--- src/hdl/spq_pkg.sv ---
// Shared types, sizes and codes for the stable priority queue.
package spq_pkg;

	// Queue geometry and stored field widths.
	localparam int CAPACITY  = 16;
	localparam int JOB_BITS  = 16;
	localparam int PRIO_BITS = 8;

	// Entry counter holds zero up to CAPACITY.
	localparam int CNT_W = $clog2(CAPACITY + 1);

	// Result field widths.
	localparam int OCC_W    = 5;
	localparam int STATUS_W = 2;

	// Stream word widths, padded to whole bytes.
	localparam int S_TDATA_W = ((JOB_BITS + PRIO_BITS + 7) / 8) * 8;
	localparam int M_TDATA_W = ((JOB_BITS + OCC_W + 7) / 8) * 8;

	// Request kinds carried on the input tuser.
	typedef enum logic {
		REQ_ENQ = 1'b0,
		REQ_DEQ = 1'b1
	} req_t;

	// Result status codes carried on the output tuser.
	typedef enum logic [STATUS_W-1:0] {
		ST_OK    = 2'd0,
		ST_EMPTY = 2'd1,
		ST_FULL  = 2'd2
	} status_t;

	// One stored queue entry.
	typedef struct packed {
		logic [JOB_BITS-1:0]  job;
		logic [PRIO_BITS-1:0] prio;
	} entry_t;

	// Command broadcast to every cell of the row.
	typedef struct packed {
		logic   enq;
		logic   deq;
		entry_t item;
	} cell_ctl_t;

endpackage

--- src/hdl/spq_cell.sv ---
// One cell of the sorted shift-register queue: holds one entry.
module spq_cell (
	input  logic               clk,
	input  spq_pkg::cell_ctl_t ctl,
	input  logic               valid,
	input  logic               left_lower,
	input  spq_pkg::entry_t    left_entry,
	input  spq_pkg::entry_t    right_entry,
	output spq_pkg::entry_t    entry,
	output logic               lower
);
	import spq_pkg::*;

	entry_t entry_q;
	entry_t entry_d;

	// This cell holds a strictly lower priority than the new item, or is empty.
	// Along the row the flag is clear up to the insertion point and set after it.
	assign lower = !valid || (entry_q.prio < ctl.item.prio);

	// On insert the first lower cell takes the new item and the rest shift
	// right; on removal every cell takes its right neighbor's entry.
	always_comb begin
		entry_d = entry_q;
		if (ctl.enq && lower) begin
			if (left_lower) begin
				entry_d = left_entry;
			end else begin
				entry_d = ctl.item;
			end
		end else if (ctl.deq) begin
			entry_d = right_entry;
		end
	end

	// Payload register; validity comes from the count, so no reset here.
	always_ff @(posedge clk) begin
		entry_q <= entry_d;
	end

	assign entry = entry_q;

endmodule

--- src/hdl/stable_priority_queue.sv ---
// Top level of the stable priority queue: cell row, count and result register.
//
//   channel  dir  tdata (low bit up)             tuser
//   s_*      in   job_number, job_priority       req_type
//   m_*      out  job_out, occupancy             status
//
// Each result word is registered and appears on the output the cycle after
// acceptance, and a new request is taken every cycle while the output
// register is empty or being drained. The whole cell row compares and shifts
// in parallel on acceptance. Reset clears the entry count and the output
// valid; the cells need no clearing. A stalled output holds its word and
// blocks further requests until it is taken.
module stable_priority_queue (
	input  logic                            clk,
	input  logic                            arst_n,
	// Requests.
	input  logic                            s_tvalid,
	output logic                            s_tready,
	input  logic [spq_pkg::S_TDATA_W-1:0]   s_tdata,  // job_number, job_priority
	input  logic                            s_tuser,  // req_type
	// Results.
	output logic                            m_tvalid,
	input  logic                            m_tready,
	output logic [spq_pkg::M_TDATA_W-1:0]   m_tdata,  // job_out, occupancy
	output logic [spq_pkg::STATUS_W-1:0]    m_tuser   // status
);
	import spq_pkg::*;

	logic                 accept;
	logic                 is_deq;
	logic                 full;
	logic                 empty;
	cell_ctl_t            ctl;
	logic [CNT_W-1:0]     count_q;
	logic [CNT_W-1:0]     count_d;
	status_t              status_d;
	logic [JOB_BITS-1:0]  job_out_d;
	logic                 m_valid_q;
	status_t              status_q;
	logic [JOB_BITS-1:0]  job_out_q;
	logic [OCC_W-1:0]     occ_q;
	entry_t               cell_entry [CAPACITY];
	logic                 cell_lower [CAPACITY];
	logic                 cell_valid [CAPACITY];

	// Handshake and request decode.
	assign s_tready = !m_valid_q || m_tready;
	assign accept   = s_tvalid && s_tready;
	assign is_deq   = (req_t'(s_tuser) == REQ_DEQ);
	assign full     = (count_q == CNT_W'(CAPACITY));
	assign empty    = (count_q == '0);

	// Command broadcast to the cell row.
	always_comb begin
		ctl.enq       = accept && !is_deq && !full;
		ctl.deq       = accept && is_deq && !empty;
		ctl.item.job  = s_tdata[JOB_BITS-1:0];
		ctl.item.prio = s_tdata[JOB_BITS +: PRIO_BITS];
	end

	// Next count and result fields.
	always_comb begin
		count_d   = count_q;
		status_d  = ST_OK;
		job_out_d = '0;
		if (is_deq) begin
			if (empty) begin
				status_d = ST_EMPTY;
			end else begin
				job_out_d = cell_entry[0].job;
				count_d   = count_q - 1'b1;
			end
		end else begin
			if (full) begin
				status_d = ST_FULL;
			end else begin
				count_d = count_q + 1'b1;
			end
		end
	end

	// Row of cells; each one sees its neighbors' entries.
	for (genvar i = 0; i < CAPACITY; i++) begin : g_cell
		entry_t left_entry;
		entry_t right_entry;
		logic   left_lower;

		assign cell_valid[i] = (CNT_W'(i) < count_q);

		if (i == 0) begin : g_head
			assign left_entry = ctl.item;
			assign left_lower = 1'b0;
		end else begin : g_body
			assign left_entry = cell_entry[i-1];
			assign left_lower = cell_lower[i-1];
		end

		if (i == CAPACITY - 1) begin : g_tail
			assign right_entry = cell_entry[i];
		end else begin : g_mid
			assign right_entry = cell_entry[i+1];
		end

		spq_cell u_cell (
			.clk         (clk),
			.ctl         (ctl),
			.valid       (cell_valid[i]),
			.left_lower  (left_lower),
			.left_entry  (left_entry),
			.right_entry (right_entry),
			.entry       (cell_entry[i]),
			.lower       (cell_lower[i])
		);
	end

	// Entry count.
	always_ff @(posedge clk or negedge arst_n) begin
		if (!arst_n) begin
			count_q <= '0;
		end else if (accept) begin
			count_q <= count_d;
		end
	end

	// Output valid.
	always_ff @(posedge clk or negedge arst_n) begin
		if (!arst_n) begin
			m_valid_q <= 1'b0;
		end else if (s_tready) begin
			m_valid_q <= accept;
		end
	end

	// Output word register.
	always_ff @(posedge clk) begin
		if (accept) begin
			status_q  <= status_d;
			job_out_q <= job_out_d;
			occ_q     <= OCC_W'(count_d);
		end
	end

	assign m_tvalid = m_valid_q;
	assign m_tuser  = status_q;
	assign m_tdata  = M_TDATA_W'({occ_q, job_out_q});

endmodule
--- config.mk ---
export PLATFORM = sky130hd
export DESIGN_NAME = stable_priority_queue
export DESIGN_NICKNAME = d
export VERILOG_FILES = /design/src/hdl/spq_pkg.sv /design/src/hdl/spq_cell.sv /design/src/hdl/stable_priority_queue.sv
export SDC_FILE = /design/constraint.sdc
export NUM_CORES = 1
export LEC_CHECK = 0
export ABC_AREA = 1
export BUFFER_PORTS_ARGS = -buffer_cell sky130_fd_sc_hd__buf_2
export CAP_MARGIN = 10
export CORE_UTILIZATION = 60
export CTS_CLUSTER_SIZE = 20
export DETAILED_ROUTE_END_ITERATION = 8
export GPL_TIMING_DRIVEN = 0
export PLACE_DENSITY = 0.77
export SLEW_MARGIN = 20
export SYNTH_ARGS = -nofsm -noshare
export SYNTH_HDL_FRONTEND = slang
export SYNTH_SLANG_ARGS = --single-unit
--- constraint.sdc ---
create_clock -name clk -period 3.7 [get_ports clk]
set_input_delay 0.37 -clock clk [delete_from_list [all_inputs] [get_ports clk]]
set_output_delay 0.37 -clock clk [all_outputs]
set_load 0.02 [all_outputs]
Yosys cells after proc, flatten, opt, wreduce, memory -nomap -nowiden
Index checks and enable logic that the tools add are counted.
{ "totals": {"latch_bits": 0, "reg_bits": 413, "wordCells": 199, "in_bits": 29, "ramBits": 0, "romBits": 0, "mem_count": 0} }
{ "op_classes": {"eq_ne": 1, "n_div": 0, "reduce_logical": 75, "order_cmp": 32, "add_sub_neg": 2, "bitwise_logic": 1, "mul": 0, "n_shift": 0, "n_mux": 51} }
{ "op_table": {"columns": ["op", "count"], "rows": [
  ["2-to-1 mux 24 bit", 45],
  ["less-than comparator 8 bit", 16],
  ["less-than comparator 4 x 5 -> 1 bit, first input constant", 8],
  ["nonzero test 2 bit", 15],
  ["logical AND 1 bit", 21],
  ["zero test 1 bit", 20],
  ["less-than comparator 3 x 5 -> 1 bit, first input constant", 4],
  ["logical OR 1 bit", 17],
  ["2-to-1 mux 5 bit", 3],
  ["less-than comparator 1 x 5 -> 1 bit, first input constant", 2],
  ["less-than comparator 2 x 5 -> 1 bit, first input constant", 2],
  ["adder 5 x 1 -> 5 bit, second input constant", 1],
  ["equality test 5 bit, second input constant", 1],
  ["zero test 5 bit", 1],
  ["subtractor 5 x 1 -> 5 bit, second input constant", 1],
  ["2-to-1 mux 2 bit", 2],
  ["OR reduction 2 bit", 1],
  ["2-to-1 mux 1 bit", 1],
  ["inverter 1 bit", 1]
]} }

Longest topological paths before layout
Gate-level depths: netlist of the first run.
{ "logic_depth": {"word_depth": 7, "mapped_depth": 15} }

Modules after synthesis
Synthesis of the first run repeated with hierarchy kept, for this count alone.
{ "hier_totals": {"hier_cells": 2934, "hier_area_um2": 26444.1} }
{ "modules_own_cells": {"columns": ["module", "seq_area_each_um2", "cells_each", "instances", "area_per_inst_um2"], "rows": [
  ["spq_cell", 720.7, 173, 16, 1559.0],
  ["stable_priority_queue", 840.8, 166, 1, 1500.2]
]} }

Worst setup path before layout of the first run
OpenSTA, ideal clock, no wires.
{ "synth_timing": {"kind": "input to register", "from": "input port s_tdata[21] in the netlist's numbering", "to": "register g_cell[15].u_cell.entry_q (netlist bit g_cell[15].u_cell.entry[0]), enable pin", "path_stages": 8, "arrival_time_ns": 2.884, "required_time_ns": 3.287, "setup_slack_ns": 0.403, "cell_sequence": "clkbuf_1 > inv_1 > ha_1 > a21oi_1 > nor2_1 > a211oi_1 > nand2_1 > a21oi_1"} }
{ "synth_between": {"elab_chain_cells": 3} }
{ "synth_rtl": {"columns": ["element", "line", "source"], "rows": [
  ["from (decl)", "stable_priority_queue.sv:19", "input logic [spq_pkg::S_TDATA_W-1:0] s_tdata,"],
  ["less-than comparator 8 bit", "spq_cell.sv:19", "assign lower = !valid || (entry_q.prio < ctl.item.prio);"],
  ["logical OR 1 bit", "spq_cell.sv:19", null],
  ["logical AND 1 bit", "spq_cell.sv:25", "if (ctl.enq && lower) begin"],
  ["to (signal assigned)", "spq_cell.sv:38", "entry_q <= entry_d;"],
  ["to (decl)", "spq_cell.sv:14", "entry_t entry_q;"]
]} }
Every way passes these cells.
A chain may end at the register's enable or synchronous reset.

Final worst setup path of the first run
{ "layout_timing": {"from": "register count_q[4]", "to": "register g_cell[1].u_cell.entry_q (netlist bit g_cell[1].u_cell.entry[8]), enable pin"} }
{ "layout_between": {"elab_chain_cells": 5, "elab_cells_between_ends": 11} }
{ "layout_rtl": {"columns": ["element", "line", "source"], "rows": [
  ["from (decl)", "stable_priority_queue.sv:34", "logic [CNT_W-1:0] count_q;"],
  ["from (signal assigned)", "stable_priority_queue.sv:121", "count_q <= count_d;"],
  ["less-than comparator 1 x 5 -> 1 bit / equality test 5 bit (equally long branches)", "stable_priority_queue.sv:88, stable_priority_queue.sv:50", null],
  ["zero test 1 bit, on equally long branches", "spq_cell.sv:19, stable_priority_queue.sv:55", null],
  ["logical OR 1 bit / logical AND 1 bit (equally long branches)", "spq_cell.sv:19, stable_priority_queue.sv:55", null],
  ["logical AND 1 bit", "spq_cell.sv:25", null],
  ["nonzero test 2 bit (no line) (*)", null, null],
  ["to (signal assigned)", "spq_cell.sv:38", null],
  ["to (decl)", "spq_cell.sv:14", null]
]} }
Every way passes the cells marked *; elsewhere a longest branch is shown, timed or not.

==> results_dict.tcl, run 1 <==
set metrics [dict create \
    die_w_um 208 \
    multiInputGateArea_mm2 0.0117 \
    final_hold_viol_count 0 \
    layout-drive-gt1-share_pct 9.29 \
    postSynthAreaPerCell_um2 7.65 \
    clock-sinks 413 \
    worst_pin_slew_ps 970 \
    grt-ovfl-total 0 \
    htreeDepth 2 \
    drc_errors 0 \
    slowest_delay_ps 470 \
    yosysUniqueCellTypes 36 \
    grt_usage_pct 35.1 \
    ant_nets 0 \
    drt_iter0_markers 2601 \
    rows 74 \
    cts_tree "yes" \
    final_cells 4008 \
    viasPerCell 5.63 \
    antenna_found_initial 0 \
    initial_core_util_pct 61.5 \
    areaGrowthSynthToFinish_pct 10.5 \
    detailed_place_hpwl_mm 57.9 \
    core_mm2 0.0413 \
    worstSetupEndpointType "flop" \
    io-pin-count 57 \
    yosysSeqAreaShare_pct 48.7 \
    p_leak_nw 13.9 \
    yosysWarningCount 0 \
    netlist.area_leader.share_pct 48.2 \
    powerDensity_mw_per_mm2 715 \
    p_total_mw 20.1 \
    fin_crit_ps 3400 \
    holdWs_ps 85.9 \
    relSlewSlack_pct 35.2 \
    syn-cell-area_mm2 0.0254 \
    portBuffers 53 \
    grt_pass1_vias 21700 \
    setup_viol_count_final 0 \
    clockBufferDepth 3 \
    ir_drop_mv 0.361 \
    synth-seq-cells 413 \
    routed_wl_mm 75.2 \
    status "finished clean" \
    worst-r2r-setup-slack_ps 300 \
    drt-pass1-iter-count 6 \
    nFillCells 3446 \
    cpMostUsedCell "nand2_1" \
    worstPathMaxFanout 24 \
    die_y_um 208 \
    crit_type "flop to flop" \
    synth-edff-count 407 \
    drv_slew 0 \
    fmax_ghz 0.294 \
    fin_worst_skew_ps 24.9 \
    gp_congestion 0.951 \
    finish.utilization_pct 67.9 \
    synth_cells 3318 \
    hold_path_class "input port to flop" \
    cts_buffers 46 \
    num-nets-final 3586 \
    ys_top_cells_by_area "edfxtp_1 (48%), nand2_1 (29%), nand3_1 (6.7%)" \
    synthArstFlopShare_pct 1.45 \
    rsz0062_at_grt "false" \
    crit_slowest_cell "nand2_2" \
    grt_pass1_wl_mm 118 \
    cp_num_buf_inv 5 \
    seq_area_mm2 0.0124 \
    clkLatencyLatePin_ps 590 \
    clkTransAtPathRegs_ps 60 \
    wl_per_cell_um 18.8 \
    root_buffer "clkbuf_16" \
    max_cap_viol_count 0 \
    critPathTopFamily "simple AND/OR/NAND/NOR gates" \
    dp.cells 3905 \
    arrival_ps 3570 \
    finalCritPeriodShare_pct 91.9 \
    num_vias 22600 \
    grt_max_degree 33 \
    antenna_cells 0 \
    path_cells "buf_2 > inv_2 > nand2_1 > buf_6 > nor2_8 > nand2_1 > nand2_2 > inv_1 > nand2_1 > buf_2 > nand2_2" \
    worstPathRequired_ps 3870 \
    yosysTopAreaCell "edfxtp_1" \
    dieArea_mm2 0.0431 \
    ys.flop_type "edfxtp_1" \
    worst_setup_path_start_kind "flop" \
]
[metal layers]
| layer | up-vias | part of all wire (%) | GRT usage [%] | wire length [µm] |
|---|---|---|---|---|
| met3 | 151 | 11 | 6.91 | 8420 |
| met4 | 0 | 3.1 | 11.7 | 2300 |
| met5 | - | 0 | 0 | 0 |
| met1 | 10300 | 41 | 48.4 | 30500 |
| met2 | 1135 | 45 | 55.8 | 33900 |
| li1 | 11000 | - | - | - |
[layout by cell type (no fill, tap or decap), drive strengths merged]
| cell type | count |
|---|---|
| o21ai | 63 |
| a22o | 1 |
| xnor2 | 2 |
| dlygate4sd3 | 1 |
| ha | 116 |
| nor2 | 45 |
| a21oi | 45 |
| bufinv | 5 |
| nor3 | 6 |
| o22ai | 1 |
| or2 | 1 |
| edfxtp | 407 |
| clkbuf | 137 |
| a41oi | 1 |
| buf | 182 |
| clkinvlp | 7 |
| clkinv | 19 |
| xor2 | 4 |
| o21a | 9 |
| o31ai | 1 |
| nand4 | 1 |
| a211oi | 1 |
| conb | 3 |
| nand3 | 341 |
| a31oi | 2 |
| dfrtp | 6 |
| nand2 | 1955 |
| inv | 114 |
[worst paths after layout]
kind / end / cells past startpoint / start
worst max-delay path: g_cell[1].u_cell.entry[8] / 11 / count_q[4]
worst min-delay path: m_tvalid / 4 / m_tready
worst max register to register: g_cell[1].u_cell.entry[8] / 11 / count_q[4]
worst min register to register: m_tvalid / 2 / m_tvalid
max in group asynchronous: count_q[3] / 2 / arst_n
min in group asynchronous: count_q[0] / 2 / arst_n
[cells in the mapped netlist (all sizes together), types with 4 or more instances]
| cell type | n |
|---|---|
| clkbuf | 85 |
| ha | 116 |
| a21oi | 45 |
| nor3 | 6 |
| dfrtp | 6 |
| buf | 103 |
| o21a | 9 |
| o21ai | 63 |
| edfxtp | 407 |
| nor2 | 45 |
| nand2 | 1955 |
| xor2 | 4 |
| nand3 | 341 |
| inv | 120 |
[logic make-up (layout without fill, tap and decap cells)]
family                   Yosys count  in the layout  synth area share (%)
AO/OA/AOI/OAI                    124            124                  2.81
buffers and inverters            309            465                  5.45
adder cells (fa/ha/maj)          116            116                  5.72
flip-flops                       413            413                  48.7
XOR/XNOR                           6              6                 0.207
AND/OR/NAND/NOR                 2349           2349                  37.1
other                              1              3                0.0148
[final cells by class]
class | instances | area share [%]
flip-flops and latches | 413 | 44.1
clock buffers | 59 | 4.39
clock inverters | 24 | 0.852
well taps | 532 | 2.37
multi-input cells | 2598 | 41.6
repair buffers | 80 | 1.72
inverters | 121 | 1.71
plain buffers | 181 | 3.22
[per-stage QoR]
stage / setup TNS (ps) / setup slack [ps] / cell area (µm²)
floorplan: 0 / 403 / 25400
global placement: -470210 / -1290 / 26300
detailed placement: -459520 / -1280 / 26300
CTS: 0 / 11.3 / 28100
global route: 0 / 193 / 28100
finish: 0 / 300 / 28100
[power by group]
group / internal (mW) / leakage (nW) / switching [mW]
Combinational: 2.34 / 9.22 / 5.52
Sequential: 6.84 / 3.94 / 0.771
Clock: 2.69 / 0.726 / 1.91
Total: 11.9 / 13.9 / 8.20
[what timing repair did]
| action | in CTS | in global routing |
|---|---|---|
| setup buffers | 26 | 0 |
| endpoints found under the setup margin | 360 | 240 |
| gates resized for setup | 14 | 3 |
| endpoints found under the hold margin | 6 | 0 |
| hold buffers | 1 | 0 |
[registers in the layout, summed over array words and instances, names as in the netlist]
register             count
g_cell.u_cell.entry    384
job_out_q               16
count_q                  5
occ_q                    5
m_tuser                  2
m_tvalid                 1
[worst min-delay path, stage by stage]
cell and delay, ps:
buf_2 80, inv_1 30, nand2_1 80, nand2_1 60
Note: power is estimated with default switching activity, not from simulation.
==> inputs of run 2 (changes only) <==
Settings changed: ABC_AREA 1 to 0, CORE_UTILIZATION 60 to 57, SETUP_SLACK_MARGIN from default to 0.3.
Clock period 3.7 ns to 3.1 ns, I/O delays scaled along.
==> results_dict.tcl, run 2 <==
set metrics [dict create \
    io-pin-count 57 \
    crit_start "s_tdata[20]" \
    worst_setup_path_start_kind "input port" \
    grt_pass1_vias 17900 \
    setup_viol_count_final 0 \
    fin_worst_skew_ps 27.1 \
    finalCritPeriodShare_pct 90.7 \
    reg2reg_depth 10 \
    postSynthAreaPerCell_um2 11.5 \
    worst-r2r-setup-slack_ps 330 \
    crit_end "g_cell[3].u_cell.entry[15]" \
    ys.flop_type "edfxtp_1" \
    yosysSeqAreaShare_pct 52.4 \
    seq_area_mm2 0.0124 \
    antenna_cells 0 \
    clockBufferDepth 3 \
    die_w_um 205 \
    relSlewSlack_pct 42.9 \
    finalWorstSetupSlack_ps 288 \
    clkLatencyLatePin_ps 590 \
    yosysWarningCount 0 \
    final_hold_viol_count 0 \
    gp_congestion 0.896 \
    synth_cells 2049 \
    worstSetupEndpointType "flop" \
    yosysUniqueCellTypes 57 \
    core_mm2 0.0408 \
    grt_max_degree 25 \
    dpl_cell_area_mm2 0.0246 \
    final_cells 2751 \
    largest_reg_flops 384 \
    rows 74 \
    synth-edff-count 407 \
    clock-sinks 413 \
    viasPerCell 6.40 \
    worstPathRequired_ps 3410 \
    yosysTopAreaCell "edfxtp_1" \
    arrival_ps 3120 \
    dp.cells 2636 \
    drv_slew 0 \
    detailed_place_hpwl_mm 47.4 \
    reg2reg_to "g_cell[3].u_cell.entry[15]" \
    drt_iter0_markers 1953 \
    grt_usage_pct 30.1 \
    routed_wl_mm 64.0 \
    grt-ovfl-total 0 \
    multiInputGateArea_mm2 0.0108 \
    initial_core_util_pct 57.8 \
    powerDensity_mw_per_mm2 784 \
    ys_top_cells_by_area "edfxtp_1 (52%), mux2i_1 (14%), ha_1 (6.1%)" \
    dieArea_mm2 0.0422 \
    netlist.area_leader.share_pct 51.8 \
    num_vias 17600 \
    status "finished clean" \
    nFillCells 3089 \
    layout_common_cells "edfxtp_1 (407), mux2i_1 (337), a21oi_1 (243)" \
    portBuffers 53 \
    synthArstFlopShare_pct 1.45 \
    areaGrowthSynthToFinish_pct 12.7 \
    hold_path_class "input port to flop" \
    rsz0062_at_grt "true" \
    worst_pin_slew_ps 855 \
    fin_crit_ps 2810 \
    cts_tree "yes" \
    finish.utilization_pct 65.1 \
    htreeDepth 2 \
    cts_buffers 44 \
    p_leak_nw 10.9 \
    yosysMostFrequentCell "edfxtp_1" \
    antenna_found_initial 0 \
    worstPathMaxFanout 17 \
    grt_pass1_wl_mm 97.2 \
    synth_common_cells "edfxtp_1 (407), mux2i_1 (337), a21oi_1 (244)" \
    max_cap_viol_count 0 \
    pre_cts_ws_ps -1170 \
    fmax_ghz 0.356 \
    crit_type "input port to flop" \
    drt-pass1-iter-count 8 \
    layout_commonest_cell "edfxtp_1" \
    r2r-start "count_q[1]" \
    num-nets-final 2329 \
    ant_nets 0 \
    clkTransAtPathRegs_ps 60 \
    synth-seq-cells 413 \
    wl_per_cell_um 23.3 \
    root_buffer "clkbuf_16" \
    p_total_mw 20.8 \
    ir_drop_mv 0.474 \
    drc_errors 0 \
    syn-cell-area_mm2 0.0236 \
    design_area_mm2 0.0266 \
    die_y_um 205 \
    layout-drive-gt1-share_pct 16.6 \
]
==> run 2: changes by cell type in the layout (fill, tap and decap cells not counted), sizes merged, moves of 32 or more <==
cell / before / now
a21oi: 45 / 255
nand2b: 0 / 32
o21ai: 63 / 194
buf: 182 / 144
inv: 114 / 22
nand3: 341 / 3
mux2i: 0 / 337
mux2: 0 / 42
nand2: 1955 / 193
nor2: 45 / 214
==> run 2: repair_timing <==
| action | 4_1_cts | 5_1_grt |
|---|---|---|
| pin swaps | 3 | 6 |
| cloned | 11 | 4 |
| endpoints found under the hold margin | 7 | 0 |
| buffers inserted | 5 | 12 |
| gates resized for setup | 56 | 43 |
| hold buffers | 2 | 0 |
| endpoints found under the setup margin | 738 | 516 |
==> run 2: cells by family after synthesis <==
logic type / after synthesis / share of synthesized area [%]
AO/OA/AOI/OAI: 497 / 12.5
AND/OR/NAND/NOR: 476 / 8.50
flip-flops: 413 / 52.4
multiplexers: 379 / 16.6
buffers and inverters: 163 / 3.70
adder cells (fa/ha/maj): 116 / 6.15
XOR/XNOR: 4 / 0.148
other: 1 / 0.0159
==> run 2: cell type report <==
| class | instances | area share (%) |
|---|---|---|
| Tap cell | 532 | 2.50 |
| Timing Repair Buffer | 72 | 1.60 |
| Clock inverter | 25 | 0.706 |
| Multi-Input combinational cell | 1489 | 40.6 |
| Clock buffer | 56 | 4.42 |
| Inverter | 22 | 0.334 |
| Timing Repair inverter | 1 | 0.0188 |
| Sequential cell | 413 | 46.5 |
| Buffer | 141 | 3.34 |
==> run 2: worst max-delay path, cell delays in order <==
cell	delay (ps)
buf_2	240
clkbuf_2	350
inv_2	260
ha_1	360
nand4_1	130
a21oi_1	180
a21oi_1	150
o21ai_1	360
clkbuf_4	330
buf_4	280
nand2_8	150
==> run 2: worst min path at each step <==
stage                        start         end  slack, ps  cells after the start
after floorplan             arst_n  count_q[0]         10                      0
after global placement      arst_n  count_q[1]        140                      1
after detailed placement    arst_n    m_tvalid        150                      1
after CTS                 m_tready    m_tvalid         50                      3
after global routing      m_tready    m_tvalid         60                      3
final                     m_tready    m_tvalid         60                      3
==> run 2: per-stage QoR <==
step | hold slack [ps] | setup TNS, ps
after floorplan | 14.4 | 0
after global placement | 140 | -415090
after detailed placement | 146 | -487040
after CTS | 45.6 | 0
after global routing | 60.9 | 0
final | 62.1 | 0
==> run 2: layer usage <==
metal | up-vias | track usage, % | wire length [µm]
li1 | 7891 | - | -
met1 | 8743 | 41.4 | 27300
met2 | 806 | 47.3 | 29300
met3 | 153 | 5.73 | 5230
met4 | 0 | 11.2 | 2220
met5 | - | 0 | 0
==> run 2: power breakdown <==
group          internal, mW  leakage, nW  switching [mW]
Combinational          2.94         6.33            4.42
Clock                  2.86        0.676            2.28
Sequential             7.69         3.90           0.656
